File: config.mk
export PLATFORM = sky130hd
export DESIGN_NAME = rpc_frame_deframer
export DESIGN_NICKNAME = d
export VERILOG_FILES = /design/src/hw/rtl/rpcd_pkg.sv /design/src/hw/rtl/rpcd_front.sv /design/src/hw/rtl/rpcd_queue.sv /design/src/hw/rtl/rpcd_back.sv /design/src/hw/rtl/rpc_frame_deframer.sv
export VERILOG_INCLUDE_DIRS = /design/src /design/src/hw/rtl
export SDC_FILE = /design/constraint.sdc
export NUM_CORES = 1
export LEC_CHECK = 0
export BUFFER_PORTS_ARGS = -buffer_cell sky130_fd_sc_hd__buf_4
export CORE_ASPECT_RATIO = 0.8
export CORE_UTILIZATION = 65
export DETAILED_ROUTE_END_ITERATION = 8
export PLACE_DENSITY_LB_ADDON = 0.12
export SETUP_SLACK_MARGIN = 0.02
export SLEW_MARGIN = 20
export SYNTH_ARGS = -nofsm -noshare
export SYNTH_HDL_FRONTEND = slang
export SYNTH_HIERARCHICAL = 1
export SYNTH_SLANG_ARGS = --single-unit
File: constraint.sdc
create_clock -name i_clk -period 11.72 [get_ports i_clk]
set_input_delay 2.344 -clock i_clk [delete_from_list [all_inputs] [get_ports i_clk]]
set_output_delay 2.344 -clock i_clk [all_outputs]
set_load 0.02 [all_outputs]
File: src/hw/rtl/rpc_frame_deframer_assert.svh
// Assertion macros for the RPC frame deframer.
// Taken in by the files that check their own logic; needs nothing else.
`ifndef RPC_FRAME_DEFRAMER_ASSERT_SVH
`define RPC_FRAME_DEFRAMER_ASSERT_SVH

// Same-cycle implication, off during reset
`define RPCD_ASSERT_IMPL(lbl, clk, rst_n, ante, cons) \
    lbl: assert property (@(posedge clk) disable iff (!(rst_n)) (ante) |-> (cons)) \
        else $error("rpc deframer check failed");

// Next-cycle implication, off during reset
`define RPCD_ASSERT_NEXT(lbl, clk, rst_n, ante, cons) \
    lbl: assert property (@(posedge clk) disable iff (!(rst_n)) (ante) |=> (cons)) \
        else $error("rpc deframer check failed");

`endif

File: src/hw/rtl/rpcd_pkg.sv
// Shared types and constants of the RPC frame deframer.
// Used by every module of the block; depends on nothing.
`default_nettype none

package rpcd_pkg;

    // Defaults and fixed sizes
    localparam int LEN_BITS_DEF    = 16;
    localparam int QUEUE_DEPTH_DEF = 4;
    localparam int FIXED_OVERHEAD  = 26;
    localparam int FRAME_LEN_W     = 16;
    localparam int CFG_IDX_W       = 2;
    localparam int CFG_DATA_W      = 16;

    // Register reset values
    localparam logic [7:0]  START_MARKER_RST  = 8'h02;
    localparam logic [7:0]  END_MARKER_RST    = 8'h03;
    localparam logic [15:0] MAX_FRAME_LEN_RST = 16'hFFFF;

    // Register indexes
    typedef enum logic [CFG_IDX_W-1:0] {
        CFG_START_MARKER  = 2'd0,
        CFG_END_MARKER    = 2'd1,
        CFG_MAX_FRAME_LEN = 2'd2
    } t_cfg_idx;

    // Section tags
    localparam logic [2:0] SEC_MSG_ID   = 3'd0;
    localparam logic [2:0] SEC_SERVICE  = 3'd1;
    localparam logic [2:0] SEC_ERR_INFO = 3'd2;
    localparam logic [2:0] SEC_PAYLOAD  = 3'd3;
    localparam logic [2:0] SEC_STATUS   = 3'd4;

    // Frame status codes
    localparam logic [2:0] ST_OK        = 3'd0;
    localparam logic [2:0] ST_BAD_END   = 3'd1;
    localparam logic [2:0] ST_EMPTY_ID  = 3'd2;
    localparam logic [2:0] ST_NAME_LONG = 3'd3;
    localparam logic [2:0] ST_BAD_LEN   = 3'd4;

    // Framing phase of the front
    typedef enum logic [1:0] {
        FP_HUNT,
        FP_FLEN,
        FP_BODY
    } t_front_ph;

    // Field walker phase of the back
    typedef enum logic [3:0] {
        WP_MLEN,
        WP_MID,
        WP_NLEN,
        WP_NAME,
        WP_ECODE,
        WP_ELEN,
        WP_EINFO,
        WP_PAY,
        WP_SKIP
    } t_walk_ph;

    // Token kinds passed from front to back
    typedef enum logic [1:0] {
        TK_BODY,
        TK_START,
        TK_END,
        TK_BADLEN
    } t_tok_kind;

    typedef struct packed {
        t_tok_kind   kind;
        logic        bad_end;
        logic [7:0]  data;
        logic [15:0] len;
    } t_tok;

    typedef struct packed {
        logic [7:0]  start_marker;
        logic [7:0]  end_marker;
        logic [15:0] max_frame_len;
    } t_cfg;

    typedef struct packed {
        logic [7:0]  data_byte;
        logic [2:0]  section;
        logic [2:0]  status;
        logic [31:0] error_code;
        logic [15:0] frame_len;
        logic        last;
    } t_res;

endpackage

`default_nettype wire

File: src/hw/rtl/rpcd_front.sv
// Front of the RPC frame deframer: hunts for frames, reads the length header
// and tags each frame byte as a token for the back. Depends on rpcd_pkg.
`default_nettype none

module rpcd_front #(
    parameter int LEN_BITS = rpcd_pkg::LEN_BITS_DEF
) (
    input  logic           i_clk,
    input  logic           i_rst_n,
    input  rpcd_pkg::t_cfg i_cfg,
    input  logic           i_accept,
    input  logic [7:0]     i_byte,
    output logic           o_push,
    output rpcd_pkg::t_tok o_tok
);
    import rpcd_pkg::*;

    localparam int FL_W = (LEN_BITS < FRAME_LEN_W) ? LEN_BITS : FRAME_LEN_W;

    t_front_ph       r_ph, n_ph;
    logic [FL_W-1:0] r_pos, n_pos;
    logic [FL_W-1:0] r_flen, n_flen;
    logic [1:0]      r_wcnt, n_wcnt;
    logic [31:0]     r_acc, n_acc;

    logic [31:0] w_acc;
    logic        w_len_bad;
    logic        w_last;
    logic        w_word_done;

    // Shift the byte into the header word and judge the length
    assign w_acc       = {r_acc[23:0], i_byte};
    assign w_word_done = (r_wcnt == 2'd3);
    assign w_len_bad   = (w_acc < 32'(FIXED_OVERHEAD))
                      || (w_acc > {16'd0, i_cfg.max_frame_len})
                      || (({32'd0, w_acc} >> LEN_BITS) != 64'd0);
    assign w_last      = (({1'b0, r_pos} + (FL_W+1)'(1)) == {1'b0, r_flen});

    // Next phase
    always_comb begin
        n_ph = r_ph;
        case (r_ph)
            FP_HUNT: begin
                if (i_accept && (i_byte == i_cfg.start_marker)) begin
                    n_ph = FP_FLEN;
                end
            end
            FP_FLEN: begin
                if (i_accept && w_word_done) begin
                    n_ph = w_len_bad ? FP_HUNT : FP_BODY;
                end
            end
            FP_BODY: begin
                if (i_accept && w_last) begin
                    n_ph = FP_HUNT;
                end
            end
            default: n_ph = FP_HUNT;
        endcase
    end

    // Token out
    always_comb begin
        o_push        = 1'b0;
        o_tok.kind    = TK_BODY;
        o_tok.bad_end = (i_byte != i_cfg.end_marker);
        o_tok.data    = i_byte;
        o_tok.len     = w_acc[15:0];
        case (r_ph)
            FP_FLEN: begin
                if (i_accept && w_word_done) begin
                    o_push     = 1'b1;
                    o_tok.kind = w_len_bad ? TK_BADLEN : TK_START;
                end
            end
            FP_BODY: begin
                if (i_accept) begin
                    o_push     = 1'b1;
                    o_tok.kind = w_last ? TK_END : TK_BODY;
                end
            end
            default: o_push = 1'b0;
        endcase
    end

    // Position, header word and frame length
    always_comb begin
        n_pos  = r_pos;
        n_flen = r_flen;
        n_wcnt = r_wcnt;
        n_acc  = r_acc;
        if (i_accept) begin
            case (r_ph)
                FP_HUNT: begin
                    if (i_byte == i_cfg.start_marker) begin
                        n_pos  = FL_W'(1);
                        n_wcnt = 2'd0;
                        n_acc  = 32'd0;
                    end else begin
                        n_pos  = '0;
                    end
                end
                FP_FLEN: begin
                    n_acc  = w_acc;
                    n_wcnt = r_wcnt + 2'd1;
                    n_pos  = r_pos + FL_W'(1);
                    if (w_word_done) begin
                        if (w_len_bad) begin
                            n_pos = '0;
                        end else begin
                            n_flen = w_acc[FL_W-1:0];
                        end
                    end
                end
                FP_BODY: begin
                    n_pos = w_last ? '0 : r_pos + FL_W'(1);
                end
                default: n_pos = '0;
            endcase
        end
    end

    // Control registers
    always_ff @(posedge i_clk) begin
        if (!i_rst_n) begin
            r_ph   <= FP_HUNT;
            r_pos  <= '0;
            r_wcnt <= 2'd0;
        end else begin
            r_ph   <= n_ph;
            r_pos  <= n_pos;
            r_wcnt <= n_wcnt;
        end
    end

    // Header payload registers
    always_ff @(posedge i_clk) begin
        r_flen <= n_flen;
        r_acc  <= n_acc;
    end

endmodule

`default_nettype wire

File: src/hw/rtl/rpcd_queue.sv
// Short token queue between front and back of the RPC frame deframer.
// Flop-based, one push and one pop per cycle. Depends on rpcd_pkg only for defaults.
`default_nettype none

module rpcd_queue #(
    parameter int WIDTH = 8,
    parameter int DEPTH = rpcd_pkg::QUEUE_DEPTH_DEF
) (
    input  logic             i_clk,
    input  logic             i_rst_n,
    input  logic             i_push,
    input  logic [WIDTH-1:0] i_data,
    input  logic             i_pop,
    output logic [WIDTH-1:0] o_data,
    output logic             o_full,
    output logic             o_empty
);
    localparam int PTR_W = (DEPTH > 1) ? $clog2(DEPTH) : 1;
    localparam int CNT_W = $clog2(DEPTH + 1);

    logic [WIDTH-1:0] r_mem [DEPTH];
    logic [PTR_W-1:0] r_wr_ptr, n_wr_ptr;
    logic [PTR_W-1:0] r_rd_ptr, n_rd_ptr;
    logic [CNT_W-1:0] r_count, n_count;

    assign o_data  = r_mem[r_rd_ptr];
    assign o_full  = (r_count == CNT_W'(DEPTH));
    assign o_empty = (r_count == '0);

    // Advance pointers with wrap, track fill
    always_comb begin
        n_wr_ptr = r_wr_ptr;
        n_rd_ptr = r_rd_ptr;
        n_count  = r_count;
        if (i_push) begin
            n_wr_ptr = (r_wr_ptr == PTR_W'(DEPTH - 1)) ? '0 : r_wr_ptr + PTR_W'(1);
        end
        if (i_pop) begin
            n_rd_ptr = (r_rd_ptr == PTR_W'(DEPTH - 1)) ? '0 : r_rd_ptr + PTR_W'(1);
        end
        case ({i_push, i_pop})
            2'b10:   n_count = r_count + CNT_W'(1);
            2'b01:   n_count = r_count - CNT_W'(1);
            default: n_count = r_count;
        endcase
    end

    always_ff @(posedge i_clk) begin
        if (!i_rst_n) begin
            r_wr_ptr <= '0;
            r_rd_ptr <= '0;
            r_count  <= '0;
        end else begin
            r_wr_ptr <= n_wr_ptr;
            r_rd_ptr <= n_rd_ptr;
            r_count  <= n_count;
        end
    end

    // Store entry
    always_ff @(posedge i_clk) begin
        if (i_push) begin
            r_mem[r_wr_ptr] <= i_data;
        end
    end

endmodule

`default_nettype wire

File: src/hw/rtl/rpcd_back.sv
// Back of the RPC frame deframer: walks the frame fields from the token
// stream, emits content and status results into an output register. Depends on rpcd_pkg.
`default_nettype none

module rpcd_back #(
    parameter int LEN_BITS = rpcd_pkg::LEN_BITS_DEF
) (
    input  logic           i_clk,
    input  logic           i_rst_n,
    input  logic           i_tok_valid,
    input  rpcd_pkg::t_tok i_tok,
    output logic           o_pop,
    input  logic           i_out_stall,
    output logic           o_out_valid,
    output rpcd_pkg::t_res o_res
);
    import rpcd_pkg::*;

    localparam int FL_W = (LEN_BITS < FRAME_LEN_W) ? LEN_BITS : FRAME_LEN_W;

    t_walk_ph        r_wph, n_wph;
    logic [1:0]      r_wcnt, n_wcnt;
    logic [31:0]     r_wacc, n_wacc;
    logic [FL_W-1:0] r_frem, n_frem;
    logic [FL_W-1:0] r_prem, n_prem;
    logic [FL_W-1:0] r_flen, n_flen;
    logic [2:0]      r_pend, n_pend;
    logic [31:0]     r_held, n_held;
    logic            r_out_valid;
    t_res            r_res;

    logic            w_out_free;
    logic            w_body;
    logic            w_emit;
    t_res            w_res;
    logic [31:0]     w_nacc;
    logic [FL_W-1:0] w_nacc_fl;
    logic            w_done;
    logic            w_nacc_zero;
    logic            w_gt_prem;
    logic            w_gt_flen;
    logic [FL_W-1:0] w_prem_sub;
    logic            w_frem_last;
    logic            w_prem_last;

    // Take a token whenever the output register can hold a result
    assign w_out_free  = !r_out_valid || !i_out_stall;
    assign o_pop       = i_tok_valid && w_out_free;
    assign w_body      = o_pop && (i_tok.kind == TK_BODY);

    assign w_nacc      = {r_wacc[23:0], i_tok.data};
    assign w_nacc_fl   = w_nacc[FL_W-1:0];
    assign w_done      = (r_wcnt == 2'd3);
    assign w_nacc_zero = (w_nacc == 32'd0);
    assign w_gt_prem   = (w_nacc > 32'(r_prem));
    assign w_gt_flen   = (w_nacc > 32'(r_flen));
    assign w_prem_sub  = r_prem - w_nacc_fl;
    assign w_frem_last = (r_frem[FL_W-1:1] == '0);
    assign w_prem_last = (r_prem[FL_W-1:1] == '0);

    // Next walker phase
    always_comb begin
        n_wph = r_wph;
        if (o_pop && (i_tok.kind == TK_START)) begin
            n_wph = WP_MLEN;
        end else if (w_body) begin
            case (r_wph)
                WP_MLEN: begin
                    if (w_done) begin
                        n_wph = (w_nacc_zero || w_gt_prem) ? WP_SKIP : WP_MID;
                    end
                end
                WP_MID: begin
                    if (w_frem_last) begin
                        n_wph = WP_NLEN;
                    end
                end
                WP_NLEN: begin
                    if (w_done) begin
                        if (w_gt_flen || w_gt_prem) begin
                            n_wph = WP_SKIP;
                        end else begin
                            n_wph = w_nacc_zero ? WP_ECODE : WP_NAME;
                        end
                    end
                end
                WP_NAME: begin
                    if (w_frem_last) begin
                        n_wph = WP_ECODE;
                    end
                end
                WP_ECODE: begin
                    if (w_done) begin
                        n_wph = WP_ELEN;
                    end
                end
                WP_ELEN: begin
                    if (w_done) begin
                        if (w_gt_prem) begin
                            n_wph = WP_SKIP;
                        end else if (w_nacc_zero) begin
                            n_wph = (w_prem_sub == '0) ? WP_SKIP : WP_PAY;
                        end else begin
                            n_wph = WP_EINFO;
                        end
                    end
                end
                WP_EINFO: begin
                    if (w_frem_last) begin
                        n_wph = (r_prem == '0) ? WP_SKIP : WP_PAY;
                    end
                end
                WP_PAY: begin
                    if (w_prem_last) begin
                        n_wph = WP_SKIP;
                    end
                end
                WP_SKIP: n_wph = WP_SKIP;
                default: n_wph = WP_SKIP;
            endcase
        end
    end

    // Result for the current token
    always_comb begin
        w_emit           = 1'b0;
        w_res.data_byte  = i_tok.data;
        w_res.section    = SEC_MSG_ID;
        w_res.status     = ST_OK;
        w_res.error_code = 32'd0;
        w_res.frame_len  = 16'd0;
        w_res.last       = 1'b0;
        if (o_pop) begin
            case (i_tok.kind)
                TK_BODY: begin
                    case (r_wph)
                        WP_MID: begin
                            w_emit        = 1'b1;
                            w_res.section = SEC_MSG_ID;
                        end
                        WP_NAME: begin
                            w_emit        = 1'b1;
                            w_res.section = SEC_SERVICE;
                        end
                        WP_EINFO: begin
                            w_emit        = 1'b1;
                            w_res.section = SEC_ERR_INFO;
                        end
                        WP_PAY: begin
                            w_emit        = 1'b1;
                            w_res.section = SEC_PAYLOAD;
                        end
                        default: w_emit = 1'b0;
                    endcase
                end
                TK_END: begin
                    w_emit           = 1'b1;
                    w_res.data_byte  = 8'd0;
                    w_res.section    = SEC_STATUS;
                    w_res.status     = i_tok.bad_end ? ST_BAD_END : r_pend;
                    w_res.error_code = r_held;
                    w_res.frame_len  = FRAME_LEN_W'(r_flen);
                    w_res.last       = 1'b1;
                end
                TK_BADLEN: begin
                    w_emit          = 1'b1;
                    w_res.data_byte = 8'd0;
                    w_res.section   = SEC_STATUS;
                    w_res.status    = ST_BAD_LEN;
                    w_res.frame_len = i_tok.len;
                    w_res.last      = 1'b1;
                end
                default: w_emit = 1'b0;
            endcase
        end
    end

    // Field counters, held error code and pending status
    always_comb begin
        n_wcnt = r_wcnt;
        n_wacc = r_wacc;
        n_frem = r_frem;
        n_prem = r_prem;
        n_flen = r_flen;
        n_pend = r_pend;
        n_held = r_held;
        if (o_pop && (i_tok.kind == TK_START)) begin
            n_flen = i_tok.len[FL_W-1:0];
            n_prem = i_tok.len[FL_W-1:0] - FL_W'(FIXED_OVERHEAD);
            n_pend = ST_OK;
            n_held = 32'd0;
            n_wcnt = 2'd0;
            n_wacc = 32'd0;
        end else if (w_body) begin
            case (r_wph)
                WP_MLEN, WP_NLEN, WP_ECODE, WP_ELEN: begin
                    if (w_done) begin
                        n_wcnt = 2'd0;
                        n_wacc = 32'd0;
                    end else begin
                        n_wcnt = r_wcnt + 2'd1;
                        n_wacc = w_nacc;
                    end
                end
                default: n_wcnt = r_wcnt;
            endcase
            case (r_wph)
                WP_MLEN: begin
                    if (w_done) begin
                        if (w_nacc_zero) begin
                            n_pend = (r_pend == ST_OK) ? ST_EMPTY_ID : r_pend;
                        end else if (w_gt_prem) begin
                            n_pend = (r_pend == ST_OK) ? ST_BAD_LEN : r_pend;
                        end else begin
                            n_prem = w_prem_sub;
                            n_frem = w_nacc_fl;
                        end
                    end
                end
                WP_NLEN: begin
                    if (w_done) begin
                        if (w_gt_flen) begin
                            n_pend = (r_pend == ST_OK) ? ST_NAME_LONG : r_pend;
                        end else if (w_gt_prem) begin
                            n_pend = (r_pend == ST_OK) ? ST_BAD_LEN : r_pend;
                        end else begin
                            n_prem = w_prem_sub;
                            n_frem = w_nacc_fl;
                        end
                    end
                end
                WP_ECODE: begin
                    if (w_done) begin
                        n_held = w_nacc;
                    end
                end
                WP_ELEN: begin
                    if (w_done) begin
                        if (w_gt_prem) begin
                            n_pend = (r_pend == ST_OK) ? ST_BAD_LEN : r_pend;
                        end else begin
                            n_prem = w_prem_sub;
                            n_frem = w_nacc_fl;
                        end
                    end
                end
                WP_MID, WP_NAME, WP_EINFO: begin
                    n_frem = r_frem - FL_W'(1);
                end
                WP_PAY: begin
                    n_prem = r_prem - FL_W'(1);
                end
                default: n_frem = r_frem;
            endcase
        end
    end

    // Control registers
    always_ff @(posedge i_clk) begin
        if (!i_rst_n) begin
            r_wph       <= WP_SKIP;
            r_wcnt      <= 2'd0;
            r_out_valid <= 1'b0;
        end else begin
            r_wph  <= n_wph;
            r_wcnt <= n_wcnt;
            if (w_out_free) begin
                r_out_valid <= w_emit;
            end
        end
    end

    // Walker payload and result register
    always_ff @(posedge i_clk) begin
        r_wacc <= n_wacc;
        r_frem <= n_frem;
        r_prem <= n_prem;
        r_flen <= n_flen;
        r_pend <= n_pend;
        r_held <= n_held;
        if (w_emit) begin
            r_res <= w_res;
        end
    end

    assign o_out_valid = r_out_valid;
    assign o_res       = r_res;

endmodule

`default_nettype wire

File: src/hw/rtl/rpc_frame_deframer.sv
// Top level of the RPC frame deframer: configuration registers, front,
// token queue and back. Depends on rpcd_pkg, rpcd_front, rpcd_queue, rpcd_back.
//
//   channel  direction  handshake                  payload
//   in       to block   i_in_valid / o_in_stall    i_byte_in
//   out      from block o_out_valid / i_out_stall  o_data_byte o_section o_status
//                                                  o_error_code o_frame_len o_last
//   cfg      to block   i_cfg_we                   i_cfg_idx i_cfg_data
//
// One byte per cycle sustained while o_in_stall is low; the front parses each byte in the cycle it is taken.
// After its byte is taken, a result passes the queue write, then the output register.
// Input stalls only while the token queue is full, i.e. after the output has been
// stalled long enough to fill it. Synchronous active-low reset; no clearing pass.
`default_nettype none

module rpc_frame_deframer #(
    parameter int LEN_BITS    = rpcd_pkg::LEN_BITS_DEF,
    parameter int QUEUE_DEPTH = rpcd_pkg::QUEUE_DEPTH_DEF
) (
    input  logic                              i_clk,
    input  logic                              i_rst_n,
    input  logic                              i_cfg_we,
    input  logic [rpcd_pkg::CFG_IDX_W-1:0]    i_cfg_idx,
    input  logic [rpcd_pkg::CFG_DATA_W-1:0]   i_cfg_data,
    input  logic                              i_in_valid,
    output logic                              o_in_stall,
    input  logic [7:0]                        i_byte_in,
    output logic                              o_out_valid,
    input  logic                              i_out_stall,
    output logic [7:0]                        o_data_byte,
    output logic [2:0]                        o_section,
    output logic [2:0]                        o_status,
    output logic signed [31:0]                o_error_code,
    output logic [15:0]                       o_frame_len,
    output logic                              o_last
);
    import rpcd_pkg::*;

    t_cfg r_cfg;
    t_tok w_fr_tok;
    t_tok w_q_tok;
    t_res w_res;
    logic w_accept;
    logic w_push;
    logic w_pop;
    logic w_q_full;
    logic w_q_empty;
    logic w_status_shape;
    logic w_content_shape;

    // Write configuration registers
    always_ff @(posedge i_clk) begin
        if (!i_rst_n) begin
            r_cfg.start_marker  <= START_MARKER_RST;
            r_cfg.end_marker    <= END_MARKER_RST;
            r_cfg.max_frame_len <= MAX_FRAME_LEN_RST;
        end else if (i_cfg_we) begin
            case (i_cfg_idx)
                CFG_START_MARKER:  r_cfg.start_marker  <= i_cfg_data[7:0];
                CFG_END_MARKER:    r_cfg.end_marker    <= i_cfg_data[7:0];
                CFG_MAX_FRAME_LEN: r_cfg.max_frame_len <= i_cfg_data[15:0];
                default:           r_cfg <= r_cfg;
            endcase
        end
    end

    // Hold input while the queue is full
    assign o_in_stall = w_q_full;
    assign w_accept   = i_in_valid && !o_in_stall;

    rpcd_front #(
        .LEN_BITS (LEN_BITS)
    ) u_front (
        .i_clk    (i_clk),
        .i_rst_n  (i_rst_n),
        .i_cfg    (r_cfg),
        .i_accept (w_accept),
        .i_byte   (i_byte_in),
        .o_push   (w_push),
        .o_tok    (w_fr_tok)
    );

    rpcd_queue #(
        .WIDTH (($bits(t_tok))),
        .DEPTH (QUEUE_DEPTH)
    ) u_queue (
        .i_clk   (i_clk),
        .i_rst_n (i_rst_n),
        .i_push  (w_push),
        .i_data  (w_fr_tok),
        .i_pop   (w_pop),
        .o_data  (w_q_tok),
        .o_full  (w_q_full),
        .o_empty (w_q_empty)
    );

    rpcd_back #(
        .LEN_BITS (LEN_BITS)
    ) u_back (
        .i_clk       (i_clk),
        .i_rst_n     (i_rst_n),
        .i_tok_valid (!w_q_empty),
        .i_tok       (w_q_tok),
        .o_pop       (w_pop),
        .i_out_stall (i_out_stall),
        .o_out_valid (o_out_valid),
        .o_res       (w_res)
    );

    // Unpack the result register
    assign o_data_byte  = w_res.data_byte;
    assign o_section    = w_res.section;
    assign o_status     = w_res.status;
    assign o_error_code = $signed(w_res.error_code);
    assign o_frame_len  = w_res.frame_len;
    assign o_last       = w_res.last;

    // Shape of status and content results
    assign w_status_shape  = (o_section == SEC_STATUS) && (o_data_byte == 8'd0);
    assign w_content_shape = (o_section != SEC_STATUS) && (o_status == ST_OK)
                          && (o_frame_len == 16'd0);

    `include "rpc_frame_deframer_assert.svh"

    `RPCD_ASSERT_IMPL(a_no_push_when_full, i_clk, i_rst_n, w_push, !w_q_full)
    `RPCD_ASSERT_NEXT(a_empty_then_open, i_clk, i_rst_n, w_q_empty, !o_in_stall)
    `RPCD_ASSERT_IMPL(a_status_tagged, i_clk, i_rst_n, o_out_valid && o_last, w_status_shape)
    `RPCD_ASSERT_IMPL(a_content_clean, i_clk, i_rst_n, o_out_valid && !o_last, w_content_shape)

endmodule

`default_nettype wire
==> reports/metrics.yaml, run 1 <==
status: "complete, no violations"
holdWs_ns: 0.454
cts_resized: 0
grt_pass1_vias: 13300
ff2ff_path_depth: 10
leakagePower_nw: 8.03
crit_path_max_fanout: 27
ys_types: 88
ys_seq_area_frac: 0.529
die_height_um: 157
tightest_slew_ns: 1.07
antenna_left: 0
vias_per_cell: 6.37
routed_wl_um: 49200
critPathKind: "flop to flop"
fin_util: 0.730
vias: 14100
cp-endpoint: "u_back/r_prem[2]$_DFFE_PP_"
hold_viol: 0
period_share: 0.433
drt_pass1_iterations: 5
grt_pass1_wl_um: 76000
n_antenna_cell: 0
post_drt_wl_per_cell_um: 22.2
coreArea_um2: 29400
hp-class: "flop to flop"
synth_seq_cells: 386
irDropWorstVdd_uv: 161
cts_inserted_buffers: 38
clkTransAtPathRegs_ns: 0.06
slew_headroom: 0.289
cts_tree: "built"
tns_ns: 0
reg2reg_to: "u_back/r_prem[2]$_DFFE_PP_"
drive_gt1_frac: 0.129
clock_latency_ns: 0.55
portBuffers: 95
cts_setup_buffers: 0
finClkSkew_ns: 0.0153
syn_nets: 1882
dieWidth_um: 196
dieArea_um2: 30700
post-dp-hpwl_um: 34000
grt_setup_unrepaired: "false"
drc: 0
finalCriticalPeriod_ns: 5.08
fmax_mhz: 197
syn-cell-area_um2: 19500
setup_viol: 0
synth-main-ff-cell: "edfxtp_1"
cts_max_level: 2
rows: 56
dp_slack_ns: 6.51
syn2layout_area_growth_pct: 9.99
end_kind: "flop"
yosysWarningCount: 6
crit_arrival_ns: 5.26
ys_async_sr_fraction: 0
synth_edf_count: 259
root_buffer: "clkbuf_16"
synth.avg_cell_area_um2: 11.0
cellPowerDensity_nw_per_um2: 127
cap_violations: 0
rrSetupSlack_ns: 6.64
drt_iter0_drc: 1475
holdPathStages: 2
grt_max_degree: 93
cp_data_required_time_ns: 11.90
antenna_found_initial: 1
grt_use_total: 0.324
cts_hold_repair.buffers: 0
cp-start-kind: "flop"
setup_ws_ns: 6.64
grt_overflow_total: 0
slew_violations: 0
synthCells: 1769
nets: 1921
ios: 96
gp_congestion: 0.997
clockBufferDepth: 3
start_util: 0.663
numClockSinks: 386
==> cell usage in the layout, fill, tap and decap left out, types with 10 or more instances in the layout <==
master / n
a21boi_1: 10
nor2_1: 124
buf_4: 115
o21ai_0: 45
o21ai_1: 11
xor2_1: 39
nor3b_1: 15
nand2b_1: 12
mux2i_1: 40
nand2_1: 158
nand4_1: 23
inv_1: 104
nor4_1: 29
nor2b_1: 25
mux4_2: 20
xnor2_1: 35
and3_1: 40
a21oi_1: 118
o211ai_1: 14
a2111o_1: 11
or3_1: 15
edfxtp_1: 259
nand3_1: 33
nor3_1: 43
and2_1: 32
dfxtp_1: 126
clkbuf_1: 11
a21boi_0: 14
clkbuf_16: 39
nand4b_1: 15
ha_1: 80
o211ai_2: 11
==> worst max-delay path, stage by stage, from the launching register on <==
cell and delay (ns):
dfxtp_2 0.98, mux4_2 0.76, inv_1 0.19, ha_1 0.37, a211o_1 0.31, nor4b_1 0.57, o31a_1 0.42, nor2b_1 0.21
nor2_1 0.05, nor3_1 0.17, o21a_1 0.67
==> cells in the mapped netlist (20+ instances only) <==
library cell | instances | share of area
a21oi_1 | 119 | 0.031
and2_1 | 32 | 0.010
and3_1 | 40 | 0.013
buf_4 | 29 | 0.011
clkbuf_1 | 61 | 0.012
dfxtp_1 | 127 | 0.13
edfxtp_1 | 259 | 0.40
ha_1 | 80 | 0.051
inv_1 | 106 | 0.020
mux2i_1 | 40 | 0.021
mux4_2 | 20 | 0.023
nand2_1 | 158 | 0.030
nand3_1 | 33 | 0.0085
nand4_1 | 23 | 0.0074
nor2_1 | 126 | 0.024
nor2b_1 | 25 | 0.0080
nor3_1 | 44 | 0.011
nor4_1 | 29 | 0.0093
o21ai_0 | 45 | 0.012
xnor2_1 | 35 | 0.016
xor2_1 | 39 | 0.017
==> through the flow <==
| step | power (mW) | cells | area (um2) |
|---|---|---|---|
| global placement | 1.53 | 2145 | 20200 |
| CTS | 2.74 | 2215 | 21500 |
| floorplan | 1.51 | 1769 | 19500 |
| global route | 2.79 | 2215 | 21500 |
| detailed placement | 1.53 | 2145 | 20200 |
| finish | 2.72 | 2215 | 21500 |
==> registers in the layout (all words and copies together) (netlist names), 2 cells and up, named ones only <==
| name | cells |
|---|---|
| u_back/r_wacc | 24 |
| u_queue/r_wr_ptr | 2 |
| r_cfg | 32 |
| u_front/r_acc | 24 |
| u_queue/r_rd_ptr | 2 |
| u_back/r_prem | 16 |
| u_back/r_wcnt | 2 |
| u_back/r_pend | 3 |
| u_queue/r_mem | 108 |
| u_queue/r_count | 3 |
| u_back/r_wph | 4 |
| u_front/r_flen | 16 |
| u_back/r_flen | 16 |
| u_front/r_ph | 2 |
| u_front/r_pos | 16 |
| u_back/o_res | 63 |
| u_front/r_wcnt | 2 |
| u_back/r_frem | 16 |
| u_back/r_held | 32 |
==> report_power, final <==
group | total (mW) | internal (mW) | switching [mW]
clock | 1.22 | 0.698 | 0.523
sequential | 1.45 | 1.44 | 0.00327
combinational | 0.0559 | 0.0221 | 0.0338
total | 2.72 | 2.16 | 0.560
==> layout make-up <==
cell class | instances | area [um2]
well taps | 377 | 472
inverters | 106 | 398
flip-flops and latches | 386 | 10300
fillers | 2052 | 7960
clock inverters | 18 | 190
multi-input cells | 1161 | 8180
clock buffers | 52 | 1040
repair buffers | 115 | 863
==> layer usage <==
metal	GRT usage	share of wire
met1	0.482	0.45
met2	0.463	0.42
met3	0.0981	0.11
met4	0.0826	0.021
met5	0	0.0014
==> kinds of logic after synthesis <==
family                     after synthesis  share of synthesized area
AOI/OAI and AO/OA                      326                      0.113
xor gates and xnor gates                74                     0.0332
adders and majority gates               82                     0.0533
buffers and inverters                  222                     0.0534
DFF                                    386                      0.529
muxes                                   68                     0.0536
and+or+nand+nor                        611                      0.164
==> how the worst min path moves through the flow <==
stage | start | to | slack [ns]
after CTS | u_back/r_held[27]$_SDFFE_PP0P_ | u_back/r_held[27]$_SDFFE_PP0P_ | 0.45
after global routing | u_back/r_held[30]$_SDFFE_PP0P_ | u_back/r_held[30]$_SDFFE_PP0P_ | 0.47
final | u_back/r_held[27]$_SDFFE_PP0P_ | u_back/r_held[27]$_SDFFE_PP0P_ | 0.45
after floorplan | u_back/r_held[0]$_SDFFE_PP0P_ | u_back/r_held[0]$_SDFFE_PP0P_ | 0.43
after global placement | u_back/r_held[8]$_SDFFE_PP0P_ | u_back/r_held[8]$_SDFFE_PP0P_ | 0.44
after detailed placement | u_back/r_held[27]$_SDFFE_PP0P_ | u_back/r_held[27]$_SDFFE_PP0P_ | 0.45
Power figures use the tool's default switching activity.
==> run 2, diff against run 1 <==
CORE_UTILIZATION = 56   (was 65)
clock period = 4.6 ns   (was 11.72 ns; I/O delays follow)
==> run 2 against run 1 <==
Sequential power grew to 2.5 times the previous value. Global-route usage down 4.2 points. Non-clock buffer count rose by 21. Core utilization decreased by 8.7 points. Die area is 16% higher. Setup slack worse by 6.1 ns. Sequential share of layout area down 0.74 points.
==> reports/metrics.yaml, run 2 (synthesis gave the netlist of run 1 again) <==
fmax_mhz: 249
dieArea_um2: 35600
clock_latency_ns: 0.55
cts_tree: "built"
antenna_found_initial: 2
top_register: "u_queue/r_mem"
finClkSkew_ns: 0.0159
drt_pass1_iterations: 6
slew_headroom: 0.332
syn2layout_area_growth_pct: 11.7
clkTransAtPathRegs_ns: 0.06
setup_viol: 0
largest_reg_flops: 108
setup_ws_ns: 0.584
crit_arrival_ns: 4.24
grt_use_total: 0.282
cts_setup_buffers: 0
finalCriticalPeriod_ns: 4.02
grt_pass1_wl_um: 76100
hp-start: "u_back/r_held[13]$_SDFFE_PP0P_"
hp-class: "flop to flop"
dp_slack_ns: 0.699
crit_path_max_fanout: 16
period_share: 0.873
swShare: 0.209
dieWidth_um: 211
cp_data_required_time_ns: 4.83
irDropWorstVdd_uv: 357
grt_pass1_vias: 13200
coreArea_um2: 33900
root_buffer: "clkbuf_16"
leakagePower_nw: 8.03
critPathKind: "flop to flop"
cts_hold_repair.buffers: 0
cts_resized: 0
tightest_slew_ns: 0.993
p_switching_mw: 1.46
p_int_mw: 5.55
final_common_cell: "edfxtp_1"
holdPathStages: 2
die_height_um: 169
final-seq-area_um2: 10300
post_drt_wl_per_cell_um: 21.7
hold_viol: 0
grt_max_degree: 65
antenna_left: 0
tns_ns: 0
fin_util: 0.643
fin_cells: 2325
slew_violations: 0
power_frac_seq: 0.525
power_frac_clock: 0.454
rows: 60
nets: 1943
cap_violations: 0
vias_per_cell: 6.09
dpl_cell_area_um2: 20500
n_antenna_cell: 0
cp-start-kind: "flop"
combinationalPowerShare: 0.021
routed_wl_um: 50400
cts_inserted_buffers: 39
multi_input_area_um2: 8180
placedCellCount: 2254
stdcell_area_um2: 21800
nFillCells: 2737
final_cell_mix: "edfxtp_1 (259), nand2_1 (158), buf_4 (134), dfxtp_1 (126), nor2_1 (125)"
cellPowerDensity_nw_per_um2: 322
status: "complete, no violations"
numClockSinks: 386
end_kind: "flop"
clockBufferDepth: 3
grt_setup_unrepaired: "false"
grt_overflow_total: 0
holdWs_ns: 0.449
fin_total_pwr_mw: 7.02
vias: 14200
drt_iter0_drc: 1656
drive_gt1_frac: 0.138
portBuffers: 95
drc: 0
start_util: 0.575
ios: 96
ff2ff_path_depth: 11
cts_max_level: 2
post-dp-hpwl_um: 35400
gp_congestion: 0.946
-- run 2: cell count changes in the layout (fill, tap and decap cells not counted), sizes merged --
cell,delta
buf,+21
clkbuf,-5
clkinvlp,+3
bufinv,+1
clkinv,+1
inv,+1
-- run 2: worst paths after layout --
check | endpoint | slack (ns)
max | u_back/r_prem[10]$_DFFE_PP_ | 0.58
min | u_back/r_held[13]$_SDFFE_PP0P_ | 0.45
min reg2reg | u_back/r_held[13]$_SDFFE_PP0P_ | 0.45
max reg2reg | u_back/r_prem[10]$_DFFE_PP_ | 0.58
-- run 2: power groups by stage --
| stage | Combinational [mW] | Clock, mW | Sequential (mW) |
|---|---|---|---|
| after floorplan | 0.0943 | 0 | 3.76 |
| after global placement | 0.141 | 0 | 3.76 |
| after detailed placement | 0.145 | 0 | 3.76 |
| after CTS | 0.146 | 3.25 | 3.69 |
| after global routing | 0.159 | 3.39 | 3.69 |
| final | 0.147 | 3.18 | 3.69 |
-- run 2: final cells by class --
| class | count | area share |
|---|---|---|
| Sequential cell | 386 | 0.473 |
| Multi-Input combinational cell | 1161 | 0.375 |
| Timing Repair Buffer | 136 | 0.0480 |
| Clock buffer | 47 | 0.0461 |
| Tap cell | 465 | 0.0267 |
| Inverter | 106 | 0.0182 |
| Clock inverter | 24 | 0.0127 |
-- run 2: metal layers --
metal	wire length, um	track usage
met5	0	0
met4	901	0.0592
met3	5430	0.0755
met2	20400	0.386
met1	23700	0.443
-- run 2: worst max-delay path, stage by stage (launching register included) --
cell	delay, ns
dfxtp_2	0.50
mux4_1	0.78
ha_1	0.38
nor2b_1	0.13
o21ai_0	0.14
a21boi_0	0.10
o31a_1	0.34
o21ai_0	0.43
a21oi_1	0.25
nor3_1	0.23
o21a_1	0.13
buf_4	0.26
